### config.mk
export PLATFORM = sky130hd
export DESIGN_NAME = cascaded_moving_average
export DESIGN_NICKNAME = d
export VERILOG_FILES = /design/src/rtl/cmavg_pkg.sv /design/src/rtl/cmavg_div.sv /design/src/rtl/cmavg_datapath.sv /design/src/rtl/cmavg_ctrl.sv /design/src/rtl/cascaded_moving_average.sv
export VERILOG_INCLUDE_DIRS = /design/src /design/src/rtl
export SDC_FILE = /design/constraint.sdc
export NUM_CORES = 2
export LEC_CHECK = 0
export ABC_AREA = 1
export BUFFER_PORTS_ARGS = -buffer_cell sky130_fd_sc_hd__buf_2
export CAP_MARGIN = 10
export CORE_MARGIN = 2
export CORE_UTILIZATION = 70
export CTS_BUF_LIST = sky130_fd_sc_hd__clkbuf_8
export DETAILED_ROUTE_END_ITERATION = 10
export HOLD_SLACK_MARGIN = 0.08
export PLACE_DENSITY_LB_ADDON = 0.12
export SLEW_MARGIN = 20
export SYNTH_ARGS = -nofsm -noshare
export SYNTH_HDL_FRONTEND = slang
export SYNTH_SLANG_ARGS = --single-unit
### constraint.sdc
create_clock -name clk -period 16.1 [get_ports clk]
set_input_delay 0.805 -clock clk [delete_from_list [all_inputs] [get_ports clk]]
set_output_delay 0.805 -clock clk [all_outputs]
set_load 0.01 [all_outputs]
### src/rtl/cascaded_moving_average_assert.svh
// assertion macros used by the moving average sequencer rtl
`ifndef CASCADED_MOVING_AVERAGE_ASSERT_SVH
`define CASCADED_MOVING_AVERAGE_ASSERT_SVH

// same-cycle implication, checked out of reset
`define CMA_ASSERT_NOW(label, clk, rst_n, ante, cons) \
  label: assert property (@(posedge clk) disable iff (!rst_n) (ante) |-> (cons)) \
    else $error("cmavg assertion failed");

// next-cycle implication, checked out of reset
`define CMA_ASSERT_NEXT(label, clk, rst_n, ante, cons) \
  label: assert property (@(posedge clk) disable iff (!rst_n) (ante) |=> (cons)) \
    else $error("cmavg assertion failed");

`endif

### src/rtl/cmavg_pkg.sv
// shared constants and control types for the cascaded moving average
package cmavg_pkg;

  localparam int MAX_WINDOW_DEF  = 64;
  localparam int SAMPLE_BITS_DEF = 16;

  // fixed configuration register layout
  localparam int CFG_ADDR_BITS  = 1;
  localparam int CFG_DATA_BITS  = 7;
  localparam int STAGES_BITS    = 2;
  localparam int WINDOW_BITS    = 7;
  localparam int MIN_WINDOW     = 4;

  localparam logic [CFG_ADDR_BITS-1:0] REG_FILTER_STAGES = 1'd0;
  localparam logic [CFG_ADDR_BITS-1:0] REG_WINDOW_LENGTH = 1'd1;

  localparam logic [STAGES_BITS-1:0] STAGES_RESET = 2'd0;
  localparam logic [WINDOW_BITS-1:0] WINDOW_RESET = 7'd16;
  localparam logic [STAGES_BITS-1:0] STAGES_MAX   = 2'd2;

  typedef enum logic [4:0] {
    ST_IDLE   = 5'b00001,
    ST_READ   = 5'b00010,
    ST_UPDATE = 5'b00100,
    ST_DIVIDE = 5'b01000,
    ST_FINISH = 5'b10000
  } cmavg_state_t;

  typedef struct packed {
    logic load;    // capture input sample, restart at stage one
    logic read;    // read oldest ring entry of current stage
    logic update;  // update ring and sum, start divider
    logic next;    // take quotient as stage result
    logic emit;    // move result to output register
  } cmavg_cmd_t;

  typedef struct packed {
    logic div_done;
    logic last_stage;
  } cmavg_status_t;

endpackage

### src/rtl/cmavg_div.sv
// serial signed divider, sum by window, truncated toward zero
module cmavg_div
  import cmavg_pkg::*;
#(
  parameter int MAX_WINDOW  = MAX_WINDOW_DEF,
  parameter int SAMPLE_BITS = SAMPLE_BITS_DEF
) (
  input  logic                                         clk,
  input  logic                                         rst_n,
  input  logic                                         start,
  input  logic signed [SAMPLE_BITS+$clog2(MAX_WINDOW+1)-1:0] dividend,
  input  logic [$clog2(MAX_WINDOW+1)-1:0]              divisor,
  output logic                                         done,
  output logic [SAMPLE_BITS-1:0]                       quotient
);

  localparam int WIN_BITS = $clog2(MAX_WINDOW + 1);
  localparam int SUM_BITS = SAMPLE_BITS + WIN_BITS;
  localparam int CNT_BITS = $clog2(SAMPLE_BITS);

  logic [SUM_BITS-1:0]    mag;
  logic [WIN_BITS-1:0]    rem_r;
  logic [SAMPLE_BITS-1:0] q_r;
  logic [WIN_BITS-1:0]    div_r;
  logic                   neg_r;
  logic                   busy_r;
  logic                   done_r;
  logic [CNT_BITS-1:0]    cnt_r;
  logic [WIN_BITS:0]      trial;
  logic                   fits;

  assign mag = dividend[SUM_BITS-1] ? SUM_BITS'(-dividend) : SUM_BITS'(dividend);

  // upper part of magnitude is always below the window, so only the low
  // sample-width bits need a step each
  assign trial = {rem_r, q_r[SAMPLE_BITS-1]};
  assign fits  = trial >= {1'b0, div_r};

  always_ff @(posedge clk) begin
    if (!rst_n) begin
      busy_r <= 1'b0;
      done_r <= 1'b0;
      cnt_r  <= '0;
    end else begin
      done_r <= 1'b0;
      if (start) begin
        busy_r <= 1'b1;
        cnt_r  <= '0;
      end else if (busy_r) begin
        cnt_r <= cnt_r + 1'b1;
        if (cnt_r == CNT_BITS'(SAMPLE_BITS - 1)) begin
          busy_r <= 1'b0;
          done_r <= 1'b1;
        end
      end
    end
  end

  always_ff @(posedge clk) begin
    if (start) begin
      rem_r <= mag[SUM_BITS-1:SAMPLE_BITS];
      q_r   <= mag[SAMPLE_BITS-1:0];
      div_r <= divisor;
      neg_r <= dividend[SUM_BITS-1];
    end else if (busy_r) begin
      rem_r <= fits ? WIN_BITS'(trial - {1'b0, div_r}) : trial[WIN_BITS-1:0];
      q_r   <= {q_r[SAMPLE_BITS-2:0], fits};
    end
  end

  assign done     = done_r;
  assign quotient = neg_r ? SAMPLE_BITS'(-q_r) : q_r;

endmodule

### src/rtl/cmavg_datapath.sv
// ring memory, running sums, divider, config registers and output data register
module cmavg_datapath
  import cmavg_pkg::*;
#(
  parameter int MAX_WINDOW  = MAX_WINDOW_DEF,
  parameter int SAMPLE_BITS = SAMPLE_BITS_DEF
) (
  input  logic                     clk,
  input  logic                     rst_n,
  input  logic                     cfg_wr_en,
  input  logic [CFG_ADDR_BITS-1:0] cfg_addr,
  input  logic [CFG_DATA_BITS-1:0] cfg_wdata,
  input  logic [SAMPLE_BITS-1:0]   in_sample,
  input  cmavg_cmd_t               cmd,
  output cmavg_status_t            status,
  output logic [SAMPLE_BITS-1:0]   out_average
);

  localparam int WIN_BITS  = $clog2(MAX_WINDOW + 1);
  localparam int SUM_BITS  = SAMPLE_BITS + WIN_BITS;
  localparam int PTR_BITS  = $clog2(MAX_WINDOW);
  localparam int MEM_DEPTH = MAX_WINDOW + MAX_WINDOW / 2 + MAX_WINDOW / 4;
  localparam int ADDR_BITS = $clog2(MEM_DEPTH);
  localparam int NUM_STAGES = 3;

  logic [STAGES_BITS-1:0]     stages_r;
  logic [WINDOW_BITS-1:0]     window_r;
  logic [STAGES_BITS-1:0]     levels;
  logic [WIN_BITS-1:0]        win_clamped;
  logic [WIN_BITS-1:0]        stage_win;

  logic [SAMPLE_BITS-1:0]     mem [MEM_DEPTH];
  logic [SAMPLE_BITS-1:0]     rd_data_r;
  logic [ADDR_BITS-1:0]       base;
  logic [ADDR_BITS-1:0]       addr;

  logic signed [SUM_BITS-1:0] sum_r  [NUM_STAGES];
  logic [PTR_BITS-1:0]        pos_r  [NUM_STAGES];
  logic [WIN_BITS-1:0]        fill_r [NUM_STAGES];
  logic [STAGES_BITS-1:0]     stage_r;
  logic [SAMPLE_BITS-1:0]     val_r;
  logic [SAMPLE_BITS-1:0]     out_data_r;

  logic [PTR_BITS-1:0]        pos_cur;
  logic [WIN_BITS-1:0]        fill_cur;
  logic [WIN_BITS-1:0]        pos_inc;
  logic                       old_valid;
  logic [SAMPLE_BITS-1:0]     old_val;
  logic signed [SUM_BITS-1:0] sum_nxt;
  logic [PTR_BITS-1:0]        pos_nxt;
  logic [WIN_BITS-1:0]        fill_nxt;
  logic                       div_done;
  logic [SAMPLE_BITS-1:0]     quotient;

  // config registers, any write restarts the filter from zeros
  always_ff @(posedge clk) begin
    if (!rst_n) begin
      stages_r <= STAGES_RESET;
      window_r <= WINDOW_RESET;
    end else if (cfg_wr_en) begin
      unique case (cfg_addr)
        REG_FILTER_STAGES: stages_r <= cfg_wdata[STAGES_BITS-1:0];
        REG_WINDOW_LENGTH: window_r <= cfg_wdata[WINDOW_BITS-1:0];
        default: ;
      endcase
    end
  end

  assign levels = (stages_r > STAGES_MAX) ? STAGES_MAX : stages_r;

  always_comb begin
    if (window_r < WINDOW_BITS'(MIN_WINDOW)) begin
      win_clamped = WIN_BITS'(MIN_WINDOW);
    end else if (32'(window_r) > MAX_WINDOW) begin
      win_clamped = WIN_BITS'(MAX_WINDOW);
    end else begin
      win_clamped = WIN_BITS'(window_r);
    end
  end

  assign stage_win = win_clamped >> stage_r;

  always_comb begin
    case (stage_r)
      2'd1:    base = ADDR_BITS'(MAX_WINDOW);
      2'd2:    base = ADDR_BITS'(MAX_WINDOW + MAX_WINDOW / 2);
      default: base = '0;
    endcase
  end

  assign pos_cur  = pos_r[stage_r];
  assign fill_cur = fill_r[stage_r];
  assign addr     = base + ADDR_BITS'(pos_cur);

  // entries not yet written since the last clear read as zero
  assign old_valid = WIN_BITS'(pos_cur) < fill_cur;
  assign old_val   = old_valid ? rd_data_r : '0;
  assign sum_nxt   = sum_r[stage_r]
                   - {{WIN_BITS{old_val[SAMPLE_BITS-1]}}, old_val}
                   + {{WIN_BITS{val_r[SAMPLE_BITS-1]}}, val_r};
  assign pos_inc   = WIN_BITS'(pos_cur) + 1'b1;
  assign pos_nxt   = (pos_inc == stage_win) ? '0 : pos_inc[PTR_BITS-1:0];
  assign fill_nxt  = (fill_cur == stage_win) ? fill_cur : fill_cur + 1'b1;

  always_ff @(posedge clk) begin
    if (cmd.read) begin
      rd_data_r <= mem[addr];
    end
    if (cmd.update) begin
      mem[addr] <= val_r;
    end
  end

  always_ff @(posedge clk) begin
    if (!rst_n || cfg_wr_en) begin
      for (int i = 0; i < NUM_STAGES; i++) begin
        sum_r[i]  <= '0;
        pos_r[i]  <= '0;
        fill_r[i] <= '0;
      end
      stage_r <= '0;
    end else begin
      if (cmd.load) begin
        stage_r <= '0;
      end else if (cmd.next && !status.last_stage) begin
        stage_r <= stage_r + 1'b1;
      end
      if (cmd.update) begin
        sum_r[stage_r]  <= sum_nxt;
        pos_r[stage_r]  <= pos_nxt;
        fill_r[stage_r] <= fill_nxt;
      end
    end
  end

  always_ff @(posedge clk) begin
    if (cmd.load) begin
      val_r <= in_sample;
    end else if (cmd.next) begin
      val_r <= quotient;
    end
    if (cmd.emit) begin
      out_data_r <= val_r;
    end
  end

  cmavg_div #(
    .MAX_WINDOW  (MAX_WINDOW),
    .SAMPLE_BITS (SAMPLE_BITS)
  ) u_div (
    .clk      (clk),
    .rst_n    (rst_n),
    .start    (cmd.update),
    .dividend (sum_nxt),
    .divisor  (stage_win),
    .done     (div_done),
    .quotient (quotient)
  );

  assign status.div_done   = div_done;
  assign status.last_stage = (stage_r == levels);
  assign out_average       = out_data_r;

endmodule

### src/rtl/cmavg_ctrl.sv
// sequencing state machine and output handshake
`include "cascaded_moving_average_assert.svh"

module cmavg_ctrl
  import cmavg_pkg::*;
(
  input  logic          clk,
  input  logic          rst_n,
  input  logic          in_tvalid,
  output logic          in_tready,
  output logic          out_tvalid,
  input  logic          out_tready,
  input  cmavg_status_t status,
  output cmavg_cmd_t    cmd
);

  cmavg_state_t state_r, state_nxt;
  logic         out_valid_r, out_valid_nxt;

  always_comb begin
    state_nxt = state_r;
    cmd       = '0;
    unique case (state_r)
      ST_IDLE: begin
        if (in_tvalid) begin
          cmd.load  = 1'b1;
          state_nxt = ST_READ;
        end
      end
      ST_READ: begin
        cmd.read  = 1'b1;
        state_nxt = ST_UPDATE;
      end
      ST_UPDATE: begin
        cmd.update = 1'b1;
        state_nxt  = ST_DIVIDE;
      end
      ST_DIVIDE: begin
        if (status.div_done) begin
          cmd.next  = 1'b1;
          state_nxt = status.last_stage ? ST_FINISH : ST_READ;
        end
      end
      ST_FINISH: begin
        if (!out_valid_r || out_tready) begin
          cmd.emit  = 1'b1;
          state_nxt = ST_IDLE;
        end
      end
      default: state_nxt = ST_IDLE;
    endcase
  end

  always_comb begin
    out_valid_nxt = out_valid_r;
    if (cmd.emit) begin
      out_valid_nxt = 1'b1;
    end else if (out_tready) begin
      out_valid_nxt = 1'b0;
    end
  end

  always_ff @(posedge clk) begin
    if (!rst_n) begin
      state_r     <= ST_IDLE;
      out_valid_r <= 1'b0;
    end else begin
      state_r     <= state_nxt;
      out_valid_r <= out_valid_nxt;
    end
  end

  assign in_tready  = (state_r == ST_IDLE);
  assign out_tvalid = out_valid_r;

  `CMA_ASSERT_NOW(a_no_overwrite, clk, rst_n, cmd.emit, !out_valid_r || out_tready)
  `CMA_ASSERT_NEXT(a_accept_reads, clk, rst_n, in_tvalid && in_tready, state_r == ST_READ)
  `CMA_ASSERT_NEXT(a_div_exit, clk, rst_n, cmd.next, state_r == ST_READ || state_r == ST_FINISH)
  `CMA_ASSERT_NOW(a_done_in_divide, clk, rst_n, status.div_done, state_r == ST_DIVIDE)

endmodule

### src/rtl/cascaded_moving_average.sv
// top level of the cascaded boxcar moving average filter
//
// in_* takes one signed q8.8 sample per beat, out_* gives one averaged
// sample per input beat, in order. one to three boxcar stages run in
// series with windows w, w/2 and w/4 (w = window_length, held in 4..MAX_WINDOW);
// filter_stages picks how many (value plus one, three when set to 3).
// each active stage does one ring read, one sum update and ring write,
// then the serial divider that forms sum / window (one quotient bit per
// cycle, then a done strobe). in_tready rises again in the same cycle
// as out_tvalid, once the result has moved to the output register.
// the output register lets the next sample be taken while a result waits;
// if the receiver stalls, the following result stays in the pipeline until
// the output register frees and in_tready stays low meanwhile.
// reset (and any config write) restarts the filter with all history zero;
// ring entries are tracked by per-stage fill counts, so no clearing pass.
// config writes are only legal while the block is idle.
module cascaded_moving_average
  import cmavg_pkg::*;
#(
  parameter int MAX_WINDOW  = MAX_WINDOW_DEF,
  parameter int SAMPLE_BITS = SAMPLE_BITS_DEF
) (
  input  logic                             clk,
  input  logic                             rst_n,
  // configuration write port
  input  logic                             cfg_wr_en,
  input  logic [CFG_ADDR_BITS-1:0]         cfg_addr,
  input  logic [CFG_DATA_BITS-1:0]         cfg_wdata,
  // input sample channel
  input  logic                             in_tvalid,
  output logic                             in_tready,
  input  logic [8*((SAMPLE_BITS+7)/8)-1:0] in_tdata,   // sample
  // averaged sample channel
  output logic                             out_tvalid,
  input  logic                             out_tready,
  output logic [8*((SAMPLE_BITS+7)/8)-1:0] out_tdata   // average
);

  localparam int TDATA_BITS = 8 * ((SAMPLE_BITS + 7) / 8);

  cmavg_cmd_t             cmd;
  cmavg_status_t          status;
  logic [SAMPLE_BITS-1:0] average;

  // sequencer: walks stages, owns the output valid flag
  cmavg_ctrl u_ctrl (
    .clk        (clk),
    .rst_n      (rst_n),
    .in_tvalid  (in_tvalid),
    .in_tready  (in_tready),
    .out_tvalid (out_tvalid),
    .out_tready (out_tready),
    .status     (status),
    .cmd        (cmd)
  );

  // rings, sums, divider and registers
  cmavg_datapath #(
    .MAX_WINDOW  (MAX_WINDOW),
    .SAMPLE_BITS (SAMPLE_BITS)
  ) u_datapath (
    .clk         (clk),
    .rst_n       (rst_n),
    .cfg_wr_en   (cfg_wr_en),
    .cfg_addr    (cfg_addr),
    .cfg_wdata   (cfg_wdata),
    .in_sample   (in_tdata[SAMPLE_BITS-1:0]),
    .cmd         (cmd),
    .status      (status),
    .out_average (average)
  );

  // zero padding up to whole bytes
  assign out_tdata = TDATA_BITS'(average);

endmodule
# Word level (Yosys, flattened, before mapping)
# Memories as Yosys holds them, arrays and structs flattened. A register that Yosys moved wholly into a read port is not among the register bits.
# Cells that the tools add are included.
op_classes:
  add_sub_neg: 10
  order_cmp: 5
  n_eq_ne: 14
  shift: 1
  mux: 56
  bitwise: 3
  reduce_logical: 18
op_table:
  columns: ["op", "n"]
  rows:
  - ["2-to-1 mux 16 bit", 6]
  - ["2-to-1 mux 7 bit", 7]
  - ["2-to-1 mux 23 bit", 2]
  - ["one-hot mux 5 bit (5 select lines)", 1]
  - ["adder 23 bit", 1]
  - ["2-to-1 mux 1 bit", 23]
  - ["negation 23 bit", 1]
  - ["OR reduction 23 bit", 1]
  - ["subtractor 23 bit", 1]
  - ["2-to-1 mux 2 bit", 10]
  - ["2-to-1 mux 5 bit", 4]
  - ["negation 16 bit", 1]
  - ["== test 7 bit", 2]
  - ["one-hot mux 7 bit (2 select lines)", 1]
  - ["2-to-1 mux 6 bit", 2]
  - ["greater-or-equal comparator 8 x 7 -> 1 bit", 1]
  - ["adder 6 x 1 -> 7 bit (second input constant)", 1]
  - ["adder 7 x 1 -> 7 bit (second input constant)", 1]
  - ["adder 7 x 6 -> 7 bit", 1]
  - ["> comparator 7 bit (second input constant)", 1]
  - ["< comparator 6 x 7 -> 1 bit", 1]
  - ["< comparator 7 x 3 -> 1 bit (second input constant)", 1]
  - ["OR reduction 7 bit", 1]
  - [">> shifter 7 x 2 -> 7 bit", 1]
  - ["other kinds (25)", 35]
word_totals:
  register_bits: 86
  ram_bits: 1900
  output_inout_bits: 18
  n_memories: 4
memory_table:
  columns: ["name", "words", "width", "rd", "rd_ports_with_merged_regs", "write_ports", "line", "source"]
  rows:
  - ["u_datapath.mem", 112, 16, 1, 1, 1, "cmavg_datapath.sv:32", "logic [SAMPLE_BITS-1:0] mem [MEM_DEPTH];"]
  - ["u_datapath.sum_r", 3, 23, 1, 1, 3, "cmavg_datapath.sv:37", "logic signed [SUM_BITS-1:0] sum_r [NUM_STAGES];"]
  - ["u_datapath.fill_r", 3, 7, 1, 1, 3, "cmavg_datapath.sv:39", "logic [WIN_BITS-1:0] fill_r [NUM_STAGES];"]
  - ["u_datapath.pos_r", 3, 6, 1, 1, 3, "cmavg_datapath.sv:38", "logic [PTR_BITS-1:0] pos_r [NUM_STAGES];"]

# Depth between registers and ports, before layout
logic_depth:
  ltp_word: 7
  depth_mapped: 39
  depth_no_buf: 35

# Hierarchy
# A second synthesis with hierarchy kept.
hier_totals:
  cells_unflattened: 8887
  hier_area_um2: 89316.9
modules_own_cells:
  columns: ["module", "instances", "cells_each", "area_each_um2"]
  rows:
  - ["cmavg_datapath", 1, 8427, 86033.8]
  - ["cmavg_div", 1, 405, 2911.5]
  - ["cmavg_ctrl", 1, 55, 371.6]

# Worst setup path after synthesis
# OpenSTA, ideal clock, no wires.
synth_timing:
  path_type: "reg2reg"
  from: "register with a tool-made name"
  to: "register u_datapath.u_div.rem_r[4], data pin"
  setup_ps: 256
  t_arrival_ps: 4796
  required_time_ps: 15844
  path_slack_ps: 11048
  stages_incl_launch_ff: 36
  n_path_buf: 5
  path_cell_list: "dfxtp_1 > buf_4 > nand3_1 > nand2_2 > inv_4 > buf_6 > buf_2 > buf_2 > ha_1 > nand2_1 > inv_1 > nand2_1 > nand2_1 > nand2_2 > nand2_1 > clkbuf_1 > nor2_1 > ha_1 > inv_1 > ha_1 > fa_1 > inv_1 > ha_1 > inv_1 > nor2_1 > nand3_1 > nor2_1 > nand2_1 > nor2_4 > nand3_1 > nor2_2 > nand4_1 > nand2_1 > nand2_1 > nand3_1 > nand2_1"
synth_lines:
  columns: ["element", "line", "source"]
  rows:
  - ["end signal, assigned", "cmavg_div.sv:61", "rem_r <= mag[SUM_BITS-1:SAMPLE_BITS];"]
  - ["end signal, assigned", "cmavg_div.sv:66", "rem_r <= fits ? WIN_BITS'(trial - {1'b0, div_r}) : trial[WIN_BITS-1:0];"]
  - ["end, declared", "cmavg_div.sv:22", "logic [WIN_BITS-1:0] rem_r;"]

==> out/metrics.yaml <==
outcome:
  run_status: "finished with violations"
  violations: "design-rule violations"
power_and_ir_drop:
  p_comb_share_pct: 12.5
  p_int_mw: 8.40
  power_density_nw_per_um2: 122
  p_seq_share_pct: 53.2
  ir_worst_vdd_uv: 104
  cellLeakagePower_nw: 36.0
  sw_frac_of_total_pct: 27.1
  clkPwrFrac_pct: 34.3
  p_sw_mw: 3.12
floorplanning:
  row_count: 129
  die_h_um: 356
  dieArea_um2: 127000
  die_width_um: 356
  pin_count: 47
  initial_core_util_pct: 70.4
  coreArea_um2: 123000
cells_and_area:
  fill_cells: 7896
  area_growth_syn_to_layout_pct: 8.80
  regArea_um2: 61000
  fin_nets: 8085
  drive_above_1_share_pct: 9.05
  multi_input_area_um2: 22900
clock_network:
  root_buffer: "clkbuf_8"
  cts_hold_buffers: 13
  htree_levels: 5
  cts_buffer_depth: 4
  cts_buffers: 329
  clk_pin_slew_ns: 0.06
  cts_setup_buffers: 0
  clk_latency_ns: 1.04
  post_cts_resized: 0
  cts_num_sinks: 2040
  cts_tree: "built"
detailed_routing:
  via_per_inst: 6.18
  firstDrtPassIters: 11
  via_count: 60900
  drt_iter0_markers: 10200
  antenna_left: 0
  drc: 2
  post_drt_wl_per_cell_um: 24.5
  routed_wirelength_mm: 241
synth:
  synthCells: 7789
  syn_area_um2: 86800
  synth-seq-area-share_pct: 70.3
  synth_fp_nets: 7885
  synth-main-ff-cell: "edfxtp_1"
  synth.distinct_cells: 58
  syn-mean-instance-area_um2: 11.1
  synth_seq_cells: 2040
  ys_async_sr_fraction_pct: 0
  synth_edf_count: 2015
  synth_warnings: 0
sta:
  fmax_mhz: 130
  drv_slew: 0
  holdWs_ns: 0.147
  setup_violations: 0
  rsz0062_at_grt: "false"
  finalCriticalPeriod_ns: 7.72
  fin_crit_sh_pct: 47.9
  clock_skew_ns: 0.0536
  fin_tns_setup_ns: 0
  slew_headroom_pct: 21.0
  tightest_slew_ns: 1.19
  hold_violations: 0
critical_path:
  timing.rr.end: "u_datapath.u_div.rem_r[4]"
  crit_fanout: 120
  endpoint: "u_datapath.u_div.rem_r[4]"
  cpMaxStageDelayCell: "inv_2"
  worstSetupPathType: "reg2reg"
  cp.arrival_ns: 8.48
  r2r_cells: 32
  critPathLaunchType: "register"
  required_ns: 16.86
  max_stage_delay_ns: 0.79
  cp_common_cell: "nand2_1"
  endpoint_kind: "register"
  regToRegSetupSlack_ns: 8.38
run:
  drv_cap: 0
place:
  gp_congestion: 0.915
  io_buffers: 46
  hpwl_mm: 136
worst_hold_path:
  hold_path.class: "in2reg"
  hp-start: "in_tdata[0]"
grt:
  grt_pass1_vias: 58500
  grt-ovfl-total: 0
  grt_max_degree: 177
  grt_pass1_wl_mm: 357
  antenna_found_initial: 13
  grt_use_total_pct: 38.1
-- cells by family (layout without fill, tap and decap cells) --
group / Yosys count / after routing / synth area share, %
DFF: 2040 / 2040 / 70.3
other: 0 / 4 / 0
and+or+nand+nor: 4014 / 4014 / 18.4
xor gates and xnor gates: 39 / 39 / 0.402
adders and majority gates: 67 / 67 / 1.16
AOI/OAI and AO/OA: 987 / 987 / 6.30
buffers and inverters: 642 / 1065 / 3.48
-- stage by stage --
step	cells	power (mW)	area, um^2	util [%]	worst slack [ns]
detailed placement	9282	7.64	88700	72.0	8.33
floorplan	7789	7.14	86800	-	11.05
CTS	9849	11.5	94500	76.6	8.34
finish	9853	11.5	94500	76.6	8.38
global placement	9282	7.60	88700	72.0	8.51
global route	9850	11.9	94500	76.6	7.94
-- worst min path at each step --
stage / end / slack (ns) / cells past startpoint
after global routing: u_datapath.val_r[0] / 0.14 / 3
after global placement: u_datapath.u_div.cnt_r[1] / 0.47 / 2
after detailed placement: u_datapath.u_div.cnt_r[1] / 0.48 / 2
after floorplan: u_datapath.u_div.cnt_r[1] / 0.46 / 2
final: u_datapath.val_r[0] / 0.15 / 3
after CTS: u_datapath.val_r[0] / 0.08 / 3
-- per-layer routing --
metal  global-route usage [%]  share of wire [%]  vias up
li1                         -                  -    27000
met1                     52.7                 36    28800
met2                     58.1                 46     4354
met3                     9.16                 13      709
met4                     18.1                5.0       16
met5                        0              0.044        -
-- cells in the mapped netlist, types with 16 or more instances --
cell type  number  area, um^2
a21oi_1       578        2890
buf_6          16         180
nand2_2        26         163
inv_1         227         852
o21ai_0       158         791
buf_1          17        63.8
clkbuf_1       84         315
nand3_1       153         766
a22oi_1       117         878
or2_1          38         238
or2_0          24         150
o21ai_1        66         330
buf_2         225        1130
fa_1           23         460
edfxtp_1     2015       60500
buf_4          46         345
ha_1           44         551
inv_2          24        90.1
nor3_1         17        85.1
nor2_1        454        1700
dfxtp_1        25         500
xor2_1         27         236
nand4_1        54         338
nand2_1      3181       11900
-- sequential cells by signal, summed over array words and instances (netlist names), named ones only --
name                     flops
u_datapath.stages_r          2
u_datapath.u_div.q_r        16
u_datapath.mem            1792
u_datapath.stage_r           2
u_datapath.rd_data_r        16
u_datapath.u_div.busy_r      1
u_datapath.u_div.div_r       7
u_datapath.pos_r            24
u_ctrl.state_r               5
u_datapath.val_r            16
u_datapath.window_r          7
u_datapath.sum_r            92
u_datapath.u_div.cnt_r       4
u_ctrl.out_tvalid            1
u_datapath.u_div.neg_r       1
u_datapath.u_div.rem_r       7
u_datapath.fill_r           28
u_datapath.u_div.done        1
u_datapath.out_average      16
-- power by group through the flow --
stage | logic, mW | registers (mW) | clock network (mW)
floorplan | 0.753 | 6.39 | 0
global route | 1.56 | 6.13 | 4.18
detailed placement | 1.40 | 6.24 | 0
finish | 1.44 | 6.13 | 3.95
CTS | 1.41 | 6.13 | 3.96
global placement | 1.37 | 6.24 | 0
-- layout make-up --
class / instances / area share, %
timing repair buffer: 259 / 2.06
antenna: 4 / 0.0106
clock inverter: 216 / 1.00
clock buffer: 338 / 4.92
sequential: 2040 / 64.6
inverter: 252 / 1.03
multi-input combinational: 5107 / 24.2
tap: 1637 / 2.17
-- cells in the final DEF (no fill, tap or decap), drive strengths merged, types with 2 or more instances in the layout --
cell type    count
clkinv         105
a21o             5
fa              23
a22oi          117
xnor2           11
nand3          164
nor2           468
o311ai           2
a32o            14
diode            4
ha              44
a32oi            2
edfxtp        2015
o211ai          12
bufinv           3
nor3            21
o22ai            9
a21oi          580
nor4             4
dfxtp           25
o21a             5
clkbuf         338
nand4           55
xor2            28
o21bai           2
or2             75
nand3b          14
a31oi            2
inv            359
buf            246
o31ai            3
dlygate4sd3     13
nand2         3213
o21ai          231
-- worst max-delay path: cells and delay by family, from the launching register on --
kind,cells,cell delay (ns)
buffers and inverters,7,1.92
adders and majority gates,5,1.80
and+or+nand+nor,20,3.40
DFF,1,0.30
No activity file was read; power rests on OpenSTA's default activity.
